$ cat src/sprite_frame_index_select_macros.svh
// Assertion macros for the sprite frame index select block
`ifndef SPRITE_FRAME_INDEX_SELECT_MACROS_SVH
`define SPRITE_FRAME_INDEX_SELECT_MACROS_SVH

`ifndef SYNTHESIS
`define SFIS_ASSERT_IMP(lbl, clk, rst_n, ante, cons) \
    lbl: assert property (@(posedge clk) disable iff (!rst_n) (ante) |-> (cons)) \
        else $error("sfis check failed");
`define SFIS_ASSERT_NXT(lbl, clk, rst_n, ante, cons) \
    lbl: assert property (@(posedge clk) disable iff (!rst_n) (ante) |=> (cons)) \
        else $error("sfis check failed");
`else
`define SFIS_ASSERT_IMP(lbl, clk, rst_n, ante, cons)
`define SFIS_ASSERT_NXT(lbl, clk, rst_n, ante, cons)
`endif

`endif

$ cat src/sfis_pkg.sv
// Types, constants and helpers shared by the sprite frame index select block
`timescale 1ns / 1ps
package sfis_pkg;

    localparam int TICK_W   = 64;
    localparam int HASH_W   = 64;
    localparam int ID_W     = 32;
    localparam int MS_W     = 16;
    localparam int FPS_W    = 10;
    localparam int MODE_W   = 3;
    localparam int N_W      = 11;
    localparam int PER_W    = 12;
    localparam int FI_W     = 10;
    localparam int PROD_W   = 26;
    localparam int STEP_W   = 17;
    localparam int RCP_W    = 27;
    localparam int SCALED_W = PROD_W + RCP_W;
    localparam int RCP_SH   = 36;
    localparam int REQ_W    = 3 * ID_W + 3 * TICK_W + 1 + FPS_W;
    localparam int IN_TDATA_W  = ((REQ_W + 7) / 8) * 8;
    localparam int OUT_TDATA_W = ((1 + FI_W + 7) / 8) * 8;
    localparam int CFG_IDX_W  = 2;
    localparam int CFG_DATA_W = 16;
    localparam int MAX_FRAMES = 1024;

    localparam logic [HASH_W-1:0] HASH_BASIS = 64'hCBF2_9CE4_8422_2325;
    localparam logic [PROD_W-1:0] ROUND_UP   = 26'd999;
    // ceil(2^36 / 1000): exact quotient by 1000 for 26-bit dividends
    localparam logic [RCP_W-1:0]  RECIP_1000 = 27'd68719477;

    localparam logic [MODE_W-1:0] MODE_LOOP       = 3'd0;
    localparam logic [MODE_W-1:0] MODE_ONCE       = 3'd1;
    localparam logic [MODE_W-1:0] MODE_ONCE_BACK  = 3'd2;
    localparam logic [MODE_W-1:0] MODE_LOOP_BACK  = 3'd3;
    localparam logic [MODE_W-1:0] MODE_PP         = 3'd4;
    localparam logic [MODE_W-1:0] MODE_PP_BACK    = 3'd5;

    localparam logic [CFG_IDX_W-1:0] CFG_FRAME_COUNT  = 2'd0;
    localparam logic [CFG_IDX_W-1:0] CFG_ANIM_MODE    = 2'd1;
    localparam logic [CFG_IDX_W-1:0] CFG_DELAY_MS     = 2'd2;
    localparam logic [CFG_IDX_W-1:0] CFG_RANDOM_START = 2'd3;

    typedef struct packed {
        logic [TICK_W-1:0] current_tick;
        logic [FPS_W-1:0]  ticks_per_second;
        logic              permanent;
        logic [TICK_W-1:0] last_visible_tick;
        logic [TICK_W-1:0] start_tick;
        logic [ID_W-1:0]   sequence_req;
        logic [ID_W-1:0]   epoch;
        logic [ID_W-1:0]   object_id;
    } t_req;

    typedef struct packed {
        logic [N_W-1:0]    n;
        logic [MODE_W-1:0] mode;
        logic [MS_W-1:0]   delay_ms;
        logic              random_start;
    } t_cfg;

    // FNV-1a round; prime is 2^40 + 0x1B3
    function automatic logic [HASH_W-1:0] fnv_mix(input logic [HASH_W-1:0] h,
                                                  input logic [HASH_W-1:0] p);
        logic [HASH_W-1:0] x;
        x = h ^ p;
        return (x << 40) + (x << 8) + (x << 7) + (x << 5) + (x << 4) + (x << 1) + x;
    endfunction

endpackage

$ cat src/sfis_div_pipe.sv
// Pipelined restoring divider, BPS quotient bits per stage, with side payload
`timescale 1ns / 1ps
`include "sprite_frame_index_select_macros.svh"
module sfis_div_pipe import sfis_pkg::*; #(
    parameter int DW  = 64,
    parameter int VW  = 17,
    parameter int BPS = 4,
    parameter int PW  = 1
) (
    input  logic          i_clk,
    input  logic          i_rst_n,
    input  logic          i_en,
    input  logic          i_valid,
    input  logic [DW-1:0] i_num,
    input  logic [VW-1:0] i_den,
    input  logic [PW-1:0] i_side,
    output logic          o_valid,
    output logic [DW-1:0] o_quo,
    output logic [VW-1:0] o_rem,
    output logic [PW-1:0] o_side
);

    localparam int NS = DW / BPS;

    logic [NS-1:0] r_vld;
    logic [DW-1:0] r_num  [NS];
    logic [VW-1:0] r_rem  [NS];
    logic [VW-1:0] r_den  [NS];
    logic [PW-1:0] r_side [NS];

    for (genvar s = 0; s < NS; s++) begin : g_stage
        logic          v_in;
        logic [DW-1:0] num_in;
        logic [VW-1:0] rem_in;
        logic [VW-1:0] den_in;
        logic [PW-1:0] side_in;
        logic [DW-1:0] n_num;
        logic [VW-1:0] n_rem;

        if (s == 0) begin : g_first
            assign v_in    = i_valid;
            assign num_in  = i_num;
            assign rem_in  = '0;
            assign den_in  = i_den;
            assign side_in = i_side;
        end else begin : g_next
            assign v_in    = r_vld[s-1];
            assign num_in  = r_num[s-1];
            assign rem_in  = r_rem[s-1];
            assign den_in  = r_den[s-1];
            assign side_in = r_side[s-1];
        end

        // dividend shifts out at the top, quotient bits shift in at the bottom
        always_comb begin : p_step
            logic [VW:0] t;
            n_num = num_in;
            n_rem = rem_in;
            for (int b = 0; b < BPS; b++) begin
                t     = {n_rem, n_num[DW-1]};
                n_num = {n_num[DW-2:0], 1'b0};
                if (t >= {1'b0, den_in}) begin
                    t        = t - {1'b0, den_in};
                    n_num[0] = 1'b1;
                end
                n_rem = t[VW-1:0];
            end
        end

        always_ff @(posedge i_clk) begin
            if (!i_rst_n) begin
                r_vld[s] <= 1'b0;
            end else if (i_en) begin
                r_vld[s] <= v_in;
            end
        end

        always_ff @(posedge i_clk) begin
            if (i_en) begin
                r_num[s]  <= n_num;
                r_rem[s]  <= n_rem;
                r_den[s]  <= den_in;
                r_side[s] <= side_in;
            end
        end
    end

    assign o_valid = r_vld[NS-1];
    assign o_quo   = r_num[NS-1];
    assign o_rem   = r_rem[NS-1];
    assign o_side  = r_side[NS-1];

    `SFIS_ASSERT_IMP(a_rem_below_den, i_clk, i_rst_n, r_vld[NS-1] && (r_den[NS-1] != '0), r_rem[NS-1] < r_den[NS-1])
    `SFIS_ASSERT_NXT(a_stall_holds_valids, i_clk, i_rst_n, !i_en, $stable(r_vld))

endmodule

$ cat config.mk
export PLATFORM = sky130hd
export DESIGN_NAME = sfis_div_pipe
export DESIGN_NICKNAME = d
export VERILOG_FILES = /design/src/sfis_pkg.sv /design/src/sfis_div_pipe.sv
export VERILOG_INCLUDE_DIRS = /design/src /design/src/src
export SDC_FILE = /design/constraint.sdc
export NUM_CORES = 2
export LEC_CHECK = 0
export ABC_AREA = 1
export BUFFER_PORTS_ARGS = -buffer_cell sky130_fd_sc_hd__buf_2
export CORE_MARGIN = 2
export CORE_UTILIZATION = 60
export DETAILED_ROUTE_END_ITERATION = 10
export GPL_ROUTABILITY_DRIVEN = 0
export PLACE_DENSITY = 0.76
export SYNTH_ARGS = -nofsm -noshare
export SYNTH_HDL_FRONTEND = slang
export SYNTH_SLANG_ARGS = --single-unit
$ cat constraint.sdc
create_clock -name i_clk -period 21 [get_ports i_clk]
set_input_delay 2.1 -clock i_clk [delete_from_list [all_inputs] [get_ports i_clk]]
set_output_delay 2.1 -clock i_clk [all_outputs]
set_load 0.05 [all_outputs]
==> reports/metrics.cfg <==
[sta]
fin_crit_sh_pct=50.2
fmax_mhz=94.9
relSlewSlack_pct=27.0
period_minus_slack_ns=10.53
report.final.hold_viol_count=0
tns_ns=0
finalSetupViolCount=0
timing_max_transition_violations_final=0
final.setup_skew_ns=0.0689
setup_repair_after_global_routing_missed_its_margin=false
worst_slew_pin_slew_ns=1.09

[synthesis]
ys_async_sr_fraction_pct=0
synthTopCellsByArea=edfxtp_1, nand2_1, ha_1
top_area_cell_type_share_of_the_netlist_area_pct=41.1
syn-instance-count=13700
synth-edff-count=1567
syn_area_per_cell_sq_um=8.32
synth-seq-area-share_pct=41.4
synth_fp_nets=15000
synth-seq-cells=1583
synthDominantAreaCellType=edfxtp_1
yosys.cell_types.count=62
ys.warnings.count=0
synth-main-ff-cell=edfxtp_1
syn_area_sq_um=114000

[placed_design]
portBuffers=168
place_hpwl_um=222000

[clocking]
post_cts_hold_buffer_count=0
cts_resized=0
clkSinkCount=1583
clock_tree.htree_level_count=4
cts_post_setup_buffers_inserted=0
max-clock-path-buffers=3
path_clk_slew_ns=0.06
tritoncts=built
clock_insertion_delay_worst_skew_ns=0.86
clk_root_buffer_cell=clkbuf_16
numCtsBuffers=165

[global_route]
first_global_vias=91200
globalRoute.totalOverflow=0
grt_util_all_layers_pct=29.3
first_pass_grt_wire_length_um=462000
grt_antenna_before_repair=1
grt_max_degree=114

[floorplan]
initial_utilization_pct=60.3
die_w_um=441
row_count=160
io-pin-count=169
die_y_um=441
coreArea_sq_um=190000
die_footprint_sq_um=194000

[worst_setup_path]
crit_family=compound AO/OA/AOI/OAI gates
cpMostUsedCell=nand2_1
cp_slowest_stage_delay_ns=0.75
critPathMaxFanout=20
critical_path.endpoint_type=flop
critPathKind=flop to flop
crit_cells=50
worstRegToRegCells=50
arrival_ns=11.11
crit_slowest_cell=a21oi_2
crit_path_start_kind=flop
required_ns=21.57
cp.buffers_inverters=3

[detailed_routing]
drt_first_pass_iters=9
detailroute.via_count=96500
antenna_left=0
route.detailed.vias_per_inst=5.83
violation_count_after_the_first_detailed_routing_iteration=9503
routedWlPerCell_um=17.5
drt_drc_violations_left=0
finalWirelength_um=290000

[hold_path]
hold_path_class=flop to flop
worstHoldPathCells=0

[layout]
area_delta_synth_final_pct=7.64
drive_above_1_share_pct=4.80
layout.cells.most_common_list=nand2_1, edfxtp_1, inv_1
final_nets=15200
fillCellCount=15300
mostFrequentLayoutCell=nand2_1

[outcome]
status=completed

[run]
max-cap-violations=0

==> state kept, by name, indices dropped and copies added, names as in the netlist <==
signal        cells
r_den           255
o_valid           1
r_rem           272
g_stage.v_in     15
r_num          1024
r_side           16
==> through the flow <==
step	hold slack, ns	setup WS, ns	area, sq um	cells	utilization (%)
after CTS	0.360	10.65	123000	16600	64.9
after detailed placement	0.405	10.52	118000	16300	61.9
after floorplan	0.400	12.59	114000	13700	-
after global routing	0.356	9.39	123000	16600	64.9
final	0.360	10.47	123000	16600	64.9
after global placement	0.400	10.77	118000	16300	61.9
==> area by class of cell <==
class / instances / area [sq um] / share of cell area (%)
inverters: 1509 / 5660 / 4.60
flip-flops and latches: 1583 / 47400 / 38.5
diodes: 1 / 2.50 / 0.00203
clock buffers: 194 / 4260 / 3.46
multi-input cells: 10500 / 60300 / 49.0
clock inverters: 104 / 1280 / 1.04
well taps: 2511 / 3140 / 2.55
repair buffers: 197 / 1070 / 0.872
==> metal layers <==
layer	GRT usage [%]	vias to the layer above	wire, um
li1	-	46800	-
met5	0	-	10
met4	15.7	2	16600
met1	36.7	44400	116000
met3	4.19	1035	21500
met2	48.9	4305	136000
==> worst paths after layout <==
kind	from	endpoint	slack, ns
hold / removal	r_num[1][6]$_DFFE_PP_	r_num[1][74]$_DFFE_PP_	0.36
hold reg to reg	r_num[1][6]$_DFFE_PP_	r_num[1][74]$_DFFE_PP_	0.36
setup / recovery	r_den[1][51]$_DFFE_PP_	r_rem[1][83]$_DFFE_PP_	10.47
setup reg to reg	r_den[1][51]$_DFFE_PP_	r_rem[1][83]$_DFFE_PP_	10.47
==> cells in the mapped netlist, drive strengths merged (2+ instances only) <==
cell type,n
nand2,4176
edfxtp,1567
inv,1508
ha,1073
a21oi,1040
nor2,904
nand3,841
o21ai,788
xor2,476
xnor2,342
buf,138
nor3,107
nand4,93
a21o,88
or2,74
o21bai,68
fa,63
nand3b,51
a31oi,47
o21a,46
a21boi,41
clkbuf,36
nor4,30
and2,21
o211ai,20
o31ai,19
o2111ai,17
dfxtp,16
a211oi,11
and3,9
o221ai,6
o311ai,5
a31o,4
a221oi,2
a41oi,2
nand2b,2
or4,2
==> cells by family after synthesis <==
kind of cell / after synthesis / share of synthesized area [%]
AOI/OAI and AO/OA: 2206 / 10.6
xor gates and xnor gates: 818 / 6.26
adders and majority gates: 1136 / 12.8
buffers and inverters: 1683 / 5.84
DFF: 1583 / 41.4
and+or+nand+nor: 6312 / 23.1
Power is left out: the tool's default activity adds up to more than one toggle a clock period on the data nets, which glitch-free logic cannot reach.
