`config.mk`:
```
export PLATFORM = sky130hd
export DESIGN_NAME = sfis_front
export DESIGN_NICKNAME = d
export VERILOG_FILES = /design/src/sprite_frame_index_select_macros.svh /design/src/sfis_pkg.sv /design/src/sfis_front.sv
export SDC_FILE = /design/constraint.sdc
export NUM_CORES = 2
export LEC_CHECK = 0
export ABC_AREA = 0
export BUFFER_PORTS_ARGS = -buffer_cell sky130_fd_sc_hd__buf_2
export CAP_MARGIN = 15
export CORE_UTILIZATION = 50
export CTS_CLUSTER_SIZE = 20
export DETAILED_ROUTE_END_ITERATION = 6
export PLACE_DENSITY_LB_ADDON = 0.05
export SKIP_LAST_GASP = 1
export SYNTH_ARGS = -nofsm -noshare
export SYNTH_HDL_FRONTEND = slang
export SYNTH_SLANG_ARGS = --single-unit
```
`constraint.sdc`:
```
create_clock -name i_clk -period 24.9 [get_ports i_clk]
set_input_delay 2.49 -clock i_clk [delete_from_list [all_inputs] [get_ports i_clk]]
set_output_delay 2.49 -clock i_clk [all_outputs]
set_load 0.02 [all_outputs]
```
`src/sprite_frame_index_select_macros.svh`:
```
// Assertion macros for the sprite frame index select block
`ifndef SPRITE_FRAME_INDEX_SELECT_MACROS_SVH
`define SPRITE_FRAME_INDEX_SELECT_MACROS_SVH

`ifndef SYNTHESIS
`define SFIS_ASSERT_IMP(lbl, clk, rst_n, ante, cons) \
    lbl: assert property (@(posedge clk) disable iff (!rst_n) (ante) |-> (cons)) \
        else $error("sfis check failed");
`define SFIS_ASSERT_NXT(lbl, clk, rst_n, ante, cons) \
    lbl: assert property (@(posedge clk) disable iff (!rst_n) (ante) |=> (cons)) \
        else $error("sfis check failed");
`else
`define SFIS_ASSERT_IMP(lbl, clk, rst_n, ante, cons)
`define SFIS_ASSERT_NXT(lbl, clk, rst_n, ante, cons)
`endif

`endif

```
`src/sfis_pkg.sv`:
```
// Types, constants and helpers shared by the sprite frame index select block
`timescale 1ns / 1ps
package sfis_pkg;

    localparam int TICK_W   = 64;
    localparam int HASH_W   = 64;
    localparam int ID_W     = 32;
    localparam int MS_W     = 16;
    localparam int FPS_W    = 10;
    localparam int MODE_W   = 3;
    localparam int N_W      = 11;
    localparam int PER_W    = 12;
    localparam int FI_W     = 10;
    localparam int PROD_W   = 26;
    localparam int STEP_W   = 17;
    localparam int RCP_W    = 27;
    localparam int SCALED_W = PROD_W + RCP_W;
    localparam int RCP_SH   = 36;
    localparam int REQ_W    = 3 * ID_W + 3 * TICK_W + 1 + FPS_W;
    localparam int IN_TDATA_W  = ((REQ_W + 7) / 8) * 8;
    localparam int OUT_TDATA_W = ((1 + FI_W + 7) / 8) * 8;
    localparam int CFG_IDX_W  = 2;
    localparam int CFG_DATA_W = 16;
    localparam int MAX_FRAMES = 1024;

    localparam logic [HASH_W-1:0] HASH_BASIS = 64'hCBF2_9CE4_8422_2325;
    localparam logic [PROD_W-1:0] ROUND_UP   = 26'd999;
    // ceil(2^36 / 1000): exact quotient by 1000 for 26-bit dividends
    localparam logic [RCP_W-1:0]  RECIP_1000 = 27'd68719477;

    localparam logic [MODE_W-1:0] MODE_LOOP       = 3'd0;
    localparam logic [MODE_W-1:0] MODE_ONCE       = 3'd1;
    localparam logic [MODE_W-1:0] MODE_ONCE_BACK  = 3'd2;
    localparam logic [MODE_W-1:0] MODE_LOOP_BACK  = 3'd3;
    localparam logic [MODE_W-1:0] MODE_PP         = 3'd4;
    localparam logic [MODE_W-1:0] MODE_PP_BACK    = 3'd5;

    localparam logic [CFG_IDX_W-1:0] CFG_FRAME_COUNT  = 2'd0;
    localparam logic [CFG_IDX_W-1:0] CFG_ANIM_MODE    = 2'd1;
    localparam logic [CFG_IDX_W-1:0] CFG_DELAY_MS     = 2'd2;
    localparam logic [CFG_IDX_W-1:0] CFG_RANDOM_START = 2'd3;

    typedef struct packed {
        logic [TICK_W-1:0] current_tick;
        logic [FPS_W-1:0]  ticks_per_second;
        logic              permanent;
        logic [TICK_W-1:0] last_visible_tick;
        logic [TICK_W-1:0] start_tick;
        logic [ID_W-1:0]   sequence_req;
        logic [ID_W-1:0]   epoch;
        logic [ID_W-1:0]   object_id;
    } t_req;

    typedef struct packed {
        logic [N_W-1:0]    n;
        logic [MODE_W-1:0] mode;
        logic [MS_W-1:0]   delay_ms;
        logic              random_start;
    } t_cfg;

    // FNV-1a round; prime is 2^40 + 0x1B3
    function automatic logic [HASH_W-1:0] fnv_mix(input logic [HASH_W-1:0] h,
                                                  input logic [HASH_W-1:0] p);
        logic [HASH_W-1:0] x;
        x = h ^ p;
        return (x << 40) + (x << 8) + (x << 7) + (x << 5) + (x << 4) + (x << 1) + x;
    endfunction

endpackage

```
`src/sfis_front.sv`:
```
// Front stages: visibility, elapsed ticks, step length and start-frame hash
`timescale 1ns / 1ps
module sfis_front import sfis_pkg::*; (
    input  logic              i_clk,
    input  logic              i_rst_n,
    input  logic              i_en,
    input  logic              i_valid,
    input  t_req              i_req,
    input  t_cfg              i_cfg,
    output logic              o_valid,
    output logic              o_visible,
    output logic [TICK_W-1:0] o_elapsed,
    output logic [STEP_W-1:0] o_step,
    output logic [HASH_W-1:0] o_hash
);

    logic [3:0] r_vld;

    logic              r1_vis, r1_zero_ms;
    logic [TICK_W-1:0] r1_elapsed, r1_start;
    logic [PROD_W-1:0] r1_prod;
    logic [HASH_W-1:0] r1_h;
    logic [ID_W-1:0]   r1_ep, r1_seq;

    logic                r2_vis, r2_zero_ms;
    logic [TICK_W-1:0]   r2_elapsed, r2_start;
    logic [SCALED_W-1:0] r2_scaled;
    logic [HASH_W-1:0]   r2_h;
    logic [ID_W-1:0]     r2_seq;

    logic              r3_vis;
    logic [TICK_W-1:0] r3_elapsed, r3_start;
    logic [STEP_W-1:0] r3_step;
    logic [HASH_W-1:0] r3_h;

    logic              r4_vis;
    logic [TICK_W-1:0] r4_elapsed;
    logic [STEP_W-1:0] r4_step;
    logic [HASH_W-1:0] r4_h;

    logic                n1_vis;
    logic [FPS_W-1:0]    n1_rate;
    logic [PROD_W-1:0]   n2_sum;
    logic [SCALED_W-1:0] n2_scaled;
    logic [STEP_W-1:0]   n3_q;
    logic [STEP_W-1:0]   n3_step;

    assign n1_vis = (i_cfg.n != '0) && (i_req.current_tick >= i_req.start_tick)
                  && (i_req.permanent || (i_req.current_tick <= i_req.last_visible_tick));
    assign n1_rate = (i_req.ticks_per_second == '0) ? FPS_W'(1) : i_req.ticks_per_second;
    assign n2_sum = r1_prod + ROUND_UP;
    assign n2_scaled = n2_sum * RECIP_1000;
    assign n3_q = r2_scaled[RCP_SH +: STEP_W];
    assign n3_step = (r2_zero_ms || (n3_q == '0)) ? STEP_W'(1) : n3_q;

    always_ff @(posedge i_clk) begin
        if (!i_rst_n) begin
            r_vld <= '0;
        end else if (i_en) begin
            r_vld <= {r_vld[2:0], i_valid};
        end
    end

    always_ff @(posedge i_clk) begin
        if (i_en) begin
            r1_vis     <= n1_vis;
            r1_zero_ms <= (i_cfg.delay_ms == '0);
            r1_elapsed <= i_req.current_tick - i_req.start_tick;
            r1_start   <= i_req.start_tick;
            r1_prod    <= PROD_W'(i_cfg.delay_ms) * PROD_W'(n1_rate);
            r1_h       <= fnv_mix(HASH_BASIS, HASH_W'(i_req.object_id));
            r1_ep      <= i_req.epoch;
            r1_seq     <= i_req.sequence_req;

            r2_vis     <= r1_vis;
            r2_zero_ms <= r1_zero_ms;
            r2_elapsed <= r1_elapsed;
            r2_start   <= r1_start;
            r2_scaled  <= n2_scaled;
            r2_h       <= fnv_mix(r1_h, HASH_W'(r1_ep));
            r2_seq     <= r1_seq;

            r3_vis     <= r2_vis;
            r3_elapsed <= r2_elapsed;
            r3_start   <= r2_start;
            r3_step    <= n3_step;
            r3_h       <= fnv_mix(r2_h, HASH_W'(r2_seq));

            r4_vis     <= r3_vis;
            r4_elapsed <= r3_elapsed;
            r4_step    <= r3_step;
            r4_h       <= fnv_mix(r3_h, r3_start);
        end
    end

    assign o_valid   = r_vld[3];
    assign o_visible = r4_vis;
    assign o_elapsed = r4_elapsed;
    assign o_step    = r4_step;
    assign o_hash    = r4_h;

endmodule

```
==> flow_summary.ini <==
[finish]
area_growth_pct = 10.15
fin_nets = 10270
final_common_cell = inv_1
mostFrequentLayoutCells = inv_1, fa_1, edfxtp_1, ha_1, buf_2
drive_gt1_frac = 0.09468

[synth]
synth_cell_types = 94
ys.flop_type = edfxtp_1
synth_area_mm2 = 0.08481
synth-edff-count = 883
ys_seq_elements = 887
synth-async-reset-ratio = 0
ys_seq_area_frac = 0.3136
synthesis.nets = 9720
synth_cells = 7327
synth_warnings = 0
syn_avg_cell_area_um2 = 11.58

[timing]
clock_skew_ns = 0.07070
setup_slack_ns = 15.01
fin_crit_sh = 0.3970
worst_pin_slew_ns = 1.171
finalSetupViolCount = 0
tns_ns = 0
drv_slew = 0
hold_viol = 0
rsz0062_at_grt = no
fin_crit_ns = 9.886
fmaxAchievable_mhz = 101.2
relSlewSlack = 0.2138

[placement]
place_ws_ns = 14.92
numPortBuffers = 476
dp_hpwl_mm = 181.7
place_congestion = 0.9687

[clock_network]
post_cts_resized = 0
cts_setup_buffers = 0
insertion_delay_ns = 0.76
htree_levels = 3
numCtsBuffers = 96
clkTransAtPathRegs_ns = 0.07
clock_sinks = 887
hold_buffers = 0
cts_tree = yes
cts_root_buf = clkbuf_16
clock_path_buffers = 3

[routing]
firstDrtPassIters = 5
remaining_drc_errors = 0
drt_wl_total_mm = 212.8
viasPerCell = 5.254
drtAntennaViolNets = 0
wl_per_cell_um = 20.94
first_iter_violations = 2921
vias = 53390

[floorplanning]
chipWidth_um = 413.9
start_util = 0.5055
die_area_mm2 = 0.1713
io_pins = 481
die_h_um = 413.9
core.rowCount = 150
core-area_mm2 = 0.1678

[setup_path]
critPathLaunch = r1_prod[0]
worstReg2RegEnd = r2_scaled[46]
crit_slowest_cell = nor4_1
crit_end = r2_scaled[46]
rr_startpoint = r1_prod[0]
critPathRequiredTime_ns = 25.37
r2r_slack_ns = 15.01
cp_slowest_stage_delay_ns = 0.65
worstPathArrival_ns = 10.35
startpoint_type = register
criticalPathCategory = register to register
reg2reg_depth = 33
cp_max_fo = 8
critPathCaptureType = register

[global_route]
overflow = 0
track_usage = 0.2518
grt_pass1_vias = 56020
antenna_found_initial = 14
grt_max_degree = 119
grt_pass1_wl_mm = 324.5

[hold_path]
min_path_type = register to register

[flow_run]
cap_violations = 0

[outcome]
status = complete, no violations
==> logic make-up (layout without fill, tap and decap cells) <==
family | Yosys count | after routing | synth area share
fa+ha+maj | 2059 | 2059 | 0.4090
buf+inv | 1642 | 2268 | 0.07288
flops | 887 | 887 | 0.3136
compound gates | 1176 | 1176 | 0.09034
mux | 10 | 10 | 0.001195
simple gates | 1066 | 1066 | 0.06271
xor+xnor | 487 | 487 | 0.05029
other cells | 0 | 6 | 0
==> synthesized netlist by cell type, types with 11 or more instances <==
master,instances,area [um^2]
a21boi_0,16,120.1
a221oi_1,11,96.34
nor2_1,186,698.2
nor2b_1,71,444.2
edfxtp_1,883,26520
o2111ai_1,13,113.9
nor4_1,26,162.7
nor3_1,52,260.3
nand2b_1,45,281.5
nand3b_1,11,82.58
and4_1,12,105.1
xor2_1,163,1428
and3_1,59,369.1
a21o_1,246,1847
o21ai_0,180,900.9
xnor2_1,324,2838
fa_1,1189,23800
nor3b_1,11,82.58
a31oi_1,44,275.3
nand3_1,84,420.4
o21ai_1,11,55.05
o21bai_1,57,427.9
a211oi_1,32,240.2
inv_1,1524,5720
o21a_1,45,337.8
ha_1,870,10890
or2_2,12,75.07
nand2_1,329,1235
and2_1,60,375.4
o31ai_1,22,165.2
clkbuf_1,108,405.4
o211ai_1,24,180.2
nand4_1,80,500.5
a21oi_1,364,1822
==> worst min path at each step <==
stage	from	endpoint	slack (ns)	cells after the start
finish	r1_start[3]	r2_start[3]	0.38	0
global route	r1_start[3]	r2_start[3]	0.40	0
CTS	r1_start[3]	r2_start[3]	0.38	0
detailed placement	r3_elapsed[13]	o_elapsed[13]	0.40	0
global placement	r2_elapsed[21]	r3_elapsed[21]	0.40	0
floorplan	r3_elapsed[0]	o_elapsed[0]	0.40	0
==> routing by layer <==
metal  part of all wire  global-route usage  up-vias
li1                   -                   -    25420
met1               0.42              0.3145    26710
met2               0.51              0.4506      963
met3              0.030             0.02218      296
met4              0.040             0.09692        4
met5            0.00013                   0        -
==> worst max-delay path: cells and delay by family (launching register included) <==
kind,cells,cell delay [ns]
adders and majority gates,10,4.33
and+or+nand+nor,9,2.09
AOI/OAI and AO/OA,6,1.02
buffers and inverters,6,0.96
xor gates and xnor gates,2,0.69
DFF,1,0.51
==> stage by stage <==
stage          std cells    util  area (um^2)  hold slack [ns]
2_1_floorplan       7327       -        84810           0.4003
5_1_grt            10160  0.5567        93410           0.3974
6_report           10160  0.5568        93420           0.3838
3_5_place_dp        9973  0.5379        90250           0.4045
3_3_place_gp        9971  0.5378        90230           0.4007
4_1_cts            10150  0.5565        93370           0.3847
==> final cells by class <==
class | instances | area, um^2
tap | 2204 | 2758
inverter | 1524 | 5720
antenna | 6 | 15.01
multi-input combinational | 4798 | 52150
fill | 14630 | 74370
clock buffer | 116 | 2477
sequential | 887 | 26600
timing repair buffer | 565 | 3058
clock inverter | 63 | 646.9
Power is not shown: default switching activity piles up to over one toggle a cycle in this logic, so the estimate is an artifact.
