==> src/sprite_frame_index_select_macros.svh <==
// Assertion macros for the sprite frame index select block
`ifndef SPRITE_FRAME_INDEX_SELECT_MACROS_SVH
`define SPRITE_FRAME_INDEX_SELECT_MACROS_SVH

`ifndef SYNTHESIS
`define SFIS_ASSERT_IMP(lbl, clk, rst_n, ante, cons) \
    lbl: assert property (@(posedge clk) disable iff (!rst_n) (ante) |-> (cons)) \
        else $error("sfis check failed");
`define SFIS_ASSERT_NXT(lbl, clk, rst_n, ante, cons) \
    lbl: assert property (@(posedge clk) disable iff (!rst_n) (ante) |=> (cons)) \
        else $error("sfis check failed");
`else
`define SFIS_ASSERT_IMP(lbl, clk, rst_n, ante, cons)
`define SFIS_ASSERT_NXT(lbl, clk, rst_n, ante, cons)
`endif

`endif

==> src/sfis_pkg.sv <==
// Types, constants and helpers shared by the sprite frame index select block
`timescale 1ns / 1ps
package sfis_pkg;

    localparam int TICK_W   = 64;
    localparam int HASH_W   = 64;
    localparam int ID_W     = 32;
    localparam int MS_W     = 16;
    localparam int FPS_W    = 10;
    localparam int MODE_W   = 3;
    localparam int N_W      = 11;
    localparam int PER_W    = 12;
    localparam int FI_W     = 10;
    localparam int PROD_W   = 26;
    localparam int STEP_W   = 17;
    localparam int RCP_W    = 27;
    localparam int SCALED_W = PROD_W + RCP_W;
    localparam int RCP_SH   = 36;
    localparam int REQ_W    = 3 * ID_W + 3 * TICK_W + 1 + FPS_W;
    localparam int IN_TDATA_W  = ((REQ_W + 7) / 8) * 8;
    localparam int OUT_TDATA_W = ((1 + FI_W + 7) / 8) * 8;
    localparam int CFG_IDX_W  = 2;
    localparam int CFG_DATA_W = 16;
    localparam int MAX_FRAMES = 1024;

    localparam logic [HASH_W-1:0] HASH_BASIS = 64'hCBF2_9CE4_8422_2325;
    localparam logic [PROD_W-1:0] ROUND_UP   = 26'd999;
    // ceil(2^36 / 1000): exact quotient by 1000 for 26-bit dividends
    localparam logic [RCP_W-1:0]  RECIP_1000 = 27'd68719477;

    localparam logic [MODE_W-1:0] MODE_LOOP       = 3'd0;
    localparam logic [MODE_W-1:0] MODE_ONCE       = 3'd1;
    localparam logic [MODE_W-1:0] MODE_ONCE_BACK  = 3'd2;
    localparam logic [MODE_W-1:0] MODE_LOOP_BACK  = 3'd3;
    localparam logic [MODE_W-1:0] MODE_PP         = 3'd4;
    localparam logic [MODE_W-1:0] MODE_PP_BACK    = 3'd5;

    localparam logic [CFG_IDX_W-1:0] CFG_FRAME_COUNT  = 2'd0;
    localparam logic [CFG_IDX_W-1:0] CFG_ANIM_MODE    = 2'd1;
    localparam logic [CFG_IDX_W-1:0] CFG_DELAY_MS     = 2'd2;
    localparam logic [CFG_IDX_W-1:0] CFG_RANDOM_START = 2'd3;

    typedef struct packed {
        logic [TICK_W-1:0] current_tick;
        logic [FPS_W-1:0]  ticks_per_second;
        logic              permanent;
        logic [TICK_W-1:0] last_visible_tick;
        logic [TICK_W-1:0] start_tick;
        logic [ID_W-1:0]   sequence_req;
        logic [ID_W-1:0]   epoch;
        logic [ID_W-1:0]   object_id;
    } t_req;

    typedef struct packed {
        logic [N_W-1:0]    n;
        logic [MODE_W-1:0] mode;
        logic [MS_W-1:0]   delay_ms;
        logic              random_start;
    } t_cfg;

    // FNV-1a round; prime is 2^40 + 0x1B3
    function automatic logic [HASH_W-1:0] fnv_mix(input logic [HASH_W-1:0] h,
                                                  input logic [HASH_W-1:0] p);
        logic [HASH_W-1:0] x;
        x = h ^ p;
        return (x << 40) + (x << 8) + (x << 7) + (x << 5) + (x << 4) + (x << 1) + x;
    endfunction

endpackage

==> src/sfis_select.sv <==
// Final stage: start frame and per-mode frame walk, output register
`timescale 1ns / 1ps
`include "sprite_frame_index_select_macros.svh"
module sfis_select import sfis_pkg::*; (
    input  logic              i_clk,
    input  logic              i_rst_n,
    input  logic              i_en,
    input  logic              i_valid,
    input  logic              i_visible,
    input  t_cfg              i_cfg,
    input  logic [PER_W-1:0]  i_period,
    input  logic [N_W-1:0]    i_hmod,
    input  logic [TICK_W-1:0] i_steps,
    input  logic [N_W-1:0]    i_smod_n,
    input  logic [PER_W-1:0]  i_smod_p,
    output logic              o_valid,
    output logic              o_visible,
    output logic [FI_W-1:0]   o_frame
);

    logic            r_valid;
    logic            r_visible;
    logic [FI_W-1:0] r_frame;
    logic [N_W-1:0]  n_frame;

    always_comb begin : p_frame
        logic [N_W-1:0]   init;
        logic [N_W-1:0]   last_idx;
        logic [N_W-1:0]   to_end;
        logic [N_W:0]     sum_n;
        logic [PER_W:0]   ph;
        logic [PER_W:0]   per;
        logic             backwards;
        backwards = (i_cfg.mode == MODE_ONCE_BACK) || (i_cfg.mode == MODE_LOOP_BACK)
                 || (i_cfg.mode == MODE_PP_BACK);
        last_idx = i_cfg.n - N_W'(1);
        if (i_cfg.random_start) begin
            init = i_hmod;
        end else if (backwards) begin
            init = last_idx;
        end else begin
            init = '0;
        end
        to_end = last_idx - init;
        per    = {1'b0, i_period};
        sum_n  = '0;
        ph     = '0;
        n_frame = init;
        case (i_cfg.mode) inside
            MODE_ONCE: begin
                n_frame = (i_steps >= TICK_W'(to_end)) ? last_idx : init + i_steps[N_W-1:0];
            end
            MODE_ONCE_BACK: begin
                n_frame = (i_steps >= TICK_W'(init)) ? '0 : init - i_steps[N_W-1:0];
            end
            MODE_LOOP_BACK: begin
                sum_n = {1'b0, init} + {1'b0, i_cfg.n} - {1'b0, i_smod_n};
                if (sum_n >= {1'b0, i_cfg.n}) begin
                    sum_n = sum_n - {1'b0, i_cfg.n};
                end
                n_frame = sum_n[N_W-1:0];
            end
            MODE_PP, MODE_PP_BACK: begin
                if (i_cfg.n > N_W'(1)) begin
                    if (i_cfg.mode == MODE_PP) begin
                        ph = {2'b0, init} + {1'b0, i_smod_p};
                    end else begin
                        ph = {2'b0, init} + per - {1'b0, i_smod_p};
                    end
                    if (ph >= per) begin
                        ph = ph - per;
                    end
                    n_frame = (ph < {2'b0, i_cfg.n}) ? ph[N_W-1:0] : N_W'(per - ph);
                end
            end
            default: begin
                sum_n = {1'b0, init} + {1'b0, i_smod_n};
                if (sum_n >= {1'b0, i_cfg.n}) begin
                    sum_n = sum_n - {1'b0, i_cfg.n};
                end
                n_frame = sum_n[N_W-1:0];
            end
        endcase
    end

    always_ff @(posedge i_clk) begin
        if (!i_rst_n) begin
            r_valid <= 1'b0;
        end else if (i_en) begin
            r_valid <= i_valid;
        end
    end

    always_ff @(posedge i_clk) begin
        if (i_en) begin
            r_visible <= i_visible;
            r_frame   <= i_visible ? n_frame[FI_W-1:0] : '0;
        end
    end

    assign o_valid   = r_valid;
    assign o_visible = r_visible;
    assign o_frame   = r_frame;

    `SFIS_ASSERT_IMP(a_hidden_frame_zero, i_clk, i_rst_n, r_valid && !r_visible, r_frame == '0)
    `SFIS_ASSERT_IMP(a_frame_in_range, i_clk, i_rst_n, r_valid && r_visible, N_W'(r_frame) < i_cfg.n)

endmodule

==> config.mk <==
export PLATFORM = sky130hd
export DESIGN_NAME = sfis_select
export DESIGN_NICKNAME = d
export VERILOG_FILES = /design/src/sfis_pkg.sv /design/src/sfis_select.sv
export VERILOG_INCLUDE_DIRS = /design/src /design/src/src
export SDC_FILE = /design/constraint.sdc
export NUM_CORES = 1
export LEC_CHECK = 0
export ABC_AREA = 1
export BUFFER_PORTS_ARGS = -buffer_cell sky130_fd_sc_hd__buf_2
export CAP_MARGIN = 20
export CORE_AREA = 2 2 158 160
export DETAILED_ROUTE_END_ITERATION = 10
export DIE_AREA = 0 0 160 162
export PLACE_DENSITY_LB_ADDON = 0.1
export SETUP_SLACK_MARGIN = 0.4
export SLEW_MARGIN = 20
export SYNTH_ARGS = -nofsm -noshare
export SYNTH_HDL_FRONTEND = slang
export SYNTH_SLANG_ARGS = --single-unit
==> constraint.sdc <==
create_clock -name i_clk -period 11.3 [get_ports i_clk]
set_input_delay 1.13 -clock i_clk [delete_from_list [all_inputs] [get_ports i_clk]]
set_output_delay 1.13 -clock i_clk [all_outputs]
set_load 0.1 [all_outputs]
==> impl_metrics.csv <==
group,metric,value,unit
run_status,status,"completed",
grt,antenna_found_initial,0,
cts,ctsResizeCount,0,
yosys,synth_seq_cells,12,
worst_setup_path,reg2reg_to,"o_valid$_SDFFE_PN0P_",
timing,worst-slew-pin-transition,0.977,ns
job,cap_violations,0,
finish,area_growth_syn_to_layout,15.0,%
grt,grt_usage,22.4,%
worst_setup_path,cp_slowest_cell,"fa_1",
worst_setup_path,path_max_fanout,20,
finish,final_util,40.1,%
pwr,ir_drop,0.0000963,V
cts,htreeDepth,1,
cts,cts_buffers,3,
yosys,synthCells,1330,
drt,first_pass_iters,5,
finish,antenna_cells,0,
worst_setup_path,crit_top_cell,"nand2_1",
placed_design,dp_hpwl,25400,um
timing,hold_slack,0.544,ns
yosys,yosysSeqAreaShare,4.17,%
timing,rsz0062_at_grt,"no",
yosys,yosys_warnings,0,
worst_setup_path,critPathMaxStageDelay,0.59,ns
die,design.core.area,24100,um^2
yosys,syn_area_per_cell,6.32,um^2
yosys,synth.most_common_cell,"nand2_1",
grt,grt_max_degree,21,
drt,drc,0,
die,die_w,160,um
yosys,syn_area,8400,um^2
worst_setup_path,r2r_cells,2,
finish,drive_above_1_share,14.1,%
cts,cts_tree,"built",
finish,nNetsFinal,1798,
yosys,ys.flop_type,"edfxtp_1",
yosys,synth_area_leader_cell,"ha_1",
finish,fillers,2710,
drt,routed-via-count,8932,
cts,root_buffer,"clkbuf_16",
grt,grt_pass1_wl,46000,um
worst_setup_path,critical_path_class,"in -> reg",
cts,cts_num_sinks,12,
worst_setup_path,crit_arrival,9.01,ns
cts,cts_setup_buffers,0,
timing,post-route-min-period,9.03,ns
grt,grt_pass1_vias,8500,
die,die_h,162,um
die,initial_core_util,34.8,%
worst_hold_path,hold_path_class,"reg -> reg",
worst_hold_path,hold_depth,2,
placed_design,gp_congestion,0.937,
die,die_area,25900,um^2
yosys,async_flop_share,0,%
timing,timing.slew.headroom,34.8,%
placed_design,port_buffers,141,
cts,clk_latency,0.23,ns
yosys,synth_top_area_share,21.3,%
worst_hold_path,hold_start,"o_valid$_SDFFE_PN0P_",
timing,finalSetupTns,0,ns
pwr,power.density,174,nW/um^2
yosys,synth-edff-count,11,
drt,ant_nets,0,
timing,fin_crit_sh,80.0,%
die,io-pin-count,158,
timing,final-hold-violation-count,0,
drt,avgViaCountPerCell,4.96,
yosys,synth_fp_nets,1649,
cts,clockBufferDepth,2,
yosys,synthTopCellsByArea,"ha_1 (21%), nand2_1 (13%), inv_1 (11%)",
timing,setup_viol,0,
worst_hold_path,whs_endpoint,"o_valid$_SDFFE_PN0P_",
timing,max_freq,111,MHz
drt,drtIter0Drc,482,
worst_setup_path,cp-end-kind,"register",
drt,wl_per_cell,16.2,um
drt,routed_wl,29100,um
worst_setup_path,crit_buf_inv,12,
die,fp-row-count,57,
cts,holdBufCountCts,0,
yosys,synth.distinct_cells,59,
cts,clk_pin_slew_worst_paths,0.04,ns
pwr,total_power,1.68,mW
worst_setup_path,critPathTopFamily,"compound AO/OA/AOI/OAI gates",
yosys,yosys-top-cells-count,"nand2_1 (289), inv_1 (247), ha_1 (143)",
grt,grt_overflow_total,0,
pwr,p_leak,5.39,nW
worst_setup_path,cp.required,11.27,ns
worst_setup_path,r2r_start,"o_valid$_SDFFE_PN0P_",
timing,clock_skew,0,ns
worst_setup_path,worstSetupStartpointType,"input port",
timing,slew_viol_final,0,
worst_setup_path,reg2reg_slack,10.67,ns
[state kept, by name, indices dropped and copies added (netlist names)]
name and cells:
o_frame 10, o_valid 1, o_visible 1
[how the worst max path moves through the flow]
stage / start / end / slack, ns / cells past startpoint
global route: i_cfg[19] / o_frame[7]$_SDFFCE_PN0P_ / 1.55 / 49
floorplan: i_cfg[21] / o_frame[1]$_SDFFCE_PN0P_ / 3.28 / 50
finish: i_cfg[19] / o_frame[1]$_SDFFCE_PN0P_ / 2.27 / 49
global placement: i_cfg[19] / o_frame[2]$_SDFFCE_PN0P_ / 1.97 / 41
CTS: i_cfg[19] / o_frame[1]$_SDFFCE_PN0P_ / 2.22 / 42
detailed placement: i_cfg[19] / o_frame[1]$_SDFFCE_PN0P_ / 2.00 / 42
[final cells by class]
class                           count  area, um^2  share of cell area, %
Multi-Input combinational cell   1052        7030                   72.8
Inverter                          251         945                   9.78
Timing Repair Buffer              159         841                   8.70
Tap cell                          324         405                   4.20
Sequential cell                    12         350                   3.63
Clock buffer                        4        88.8                  0.920
[worst reg2reg max path, delay by kind of cell (launching register included)]
family          cells  cell delay, ns
flops               1            0.29
compound gates      2            0.22
[per-stage QoR]
step | setup WS, ns | instances | cell area, um^2
floorplan | 3.28 | 1330 | 8400
detailed placement | 2.00 | 1798 | 9570
finish | 2.27 | 1802 | 9660
global placement | 1.97 | 1798 | 9570
global route | 1.55 | 1802 | 9660
CTS | 2.22 | 1802 | 9660
[power by group]
| group | internal, mW | switching (mW) |
|---|---|---|
| Combinational | 0.546 | 1.00 |
| Clock | 0.0532 | 0.0167 |
| Sequential | 0.0591 | 0.00166 |
[cells by family after synthesis]
group,Yosys count,share of synthesized area [%]
adder cells (fa/ha/maj),173,28.5
multiplexers,1,0.119
AND/OR/NAND/NOR,500,26.1
buffers and inverters,266,12.1
XOR/XNOR,80,8.34
AO/OA/AOI/OAI,298,20.6
flip-flops,12,4.17
[cell usage in the layout (no fill, tap or decap), types with 3 or more instances in the layout]
master     count
a21o_1         5
o31ai_1        4
edfxtp_1      11
o221ai_1       3
nand4_1       12
o21a_1         3
a31oi_1        3
o211ai_1      10
nand3_1       77
a211oi_1       6
xnor2_1       26
o22ai_1        3
a21oi_1      136
xor2_1        54
buf_4         18
nor2_1        58
nand2_2        6
nand2_1      289
nand2_4        5
buf_2        141
nor4_1        14
o21ai_2        4
a21boi_0       5
o21ai_0       83
ha_1         143
or2_2         15
o21bai_1      13
clkbuf_16      3
inv_1        247
a21oi_2        4
fa_1          30
nor3_1        10
nand3_2        3
[per-layer routing]
layer,track usage [%],wire length [um],vias to the layer above
met5,0,0,-
met1,32.4,14200,3999
met4,1.68,185,0
met3,1.30,1410,10
li1,-,-,4687
met2,38.3,13300,236
No activity file was read; power rests on OpenSTA's default activity.
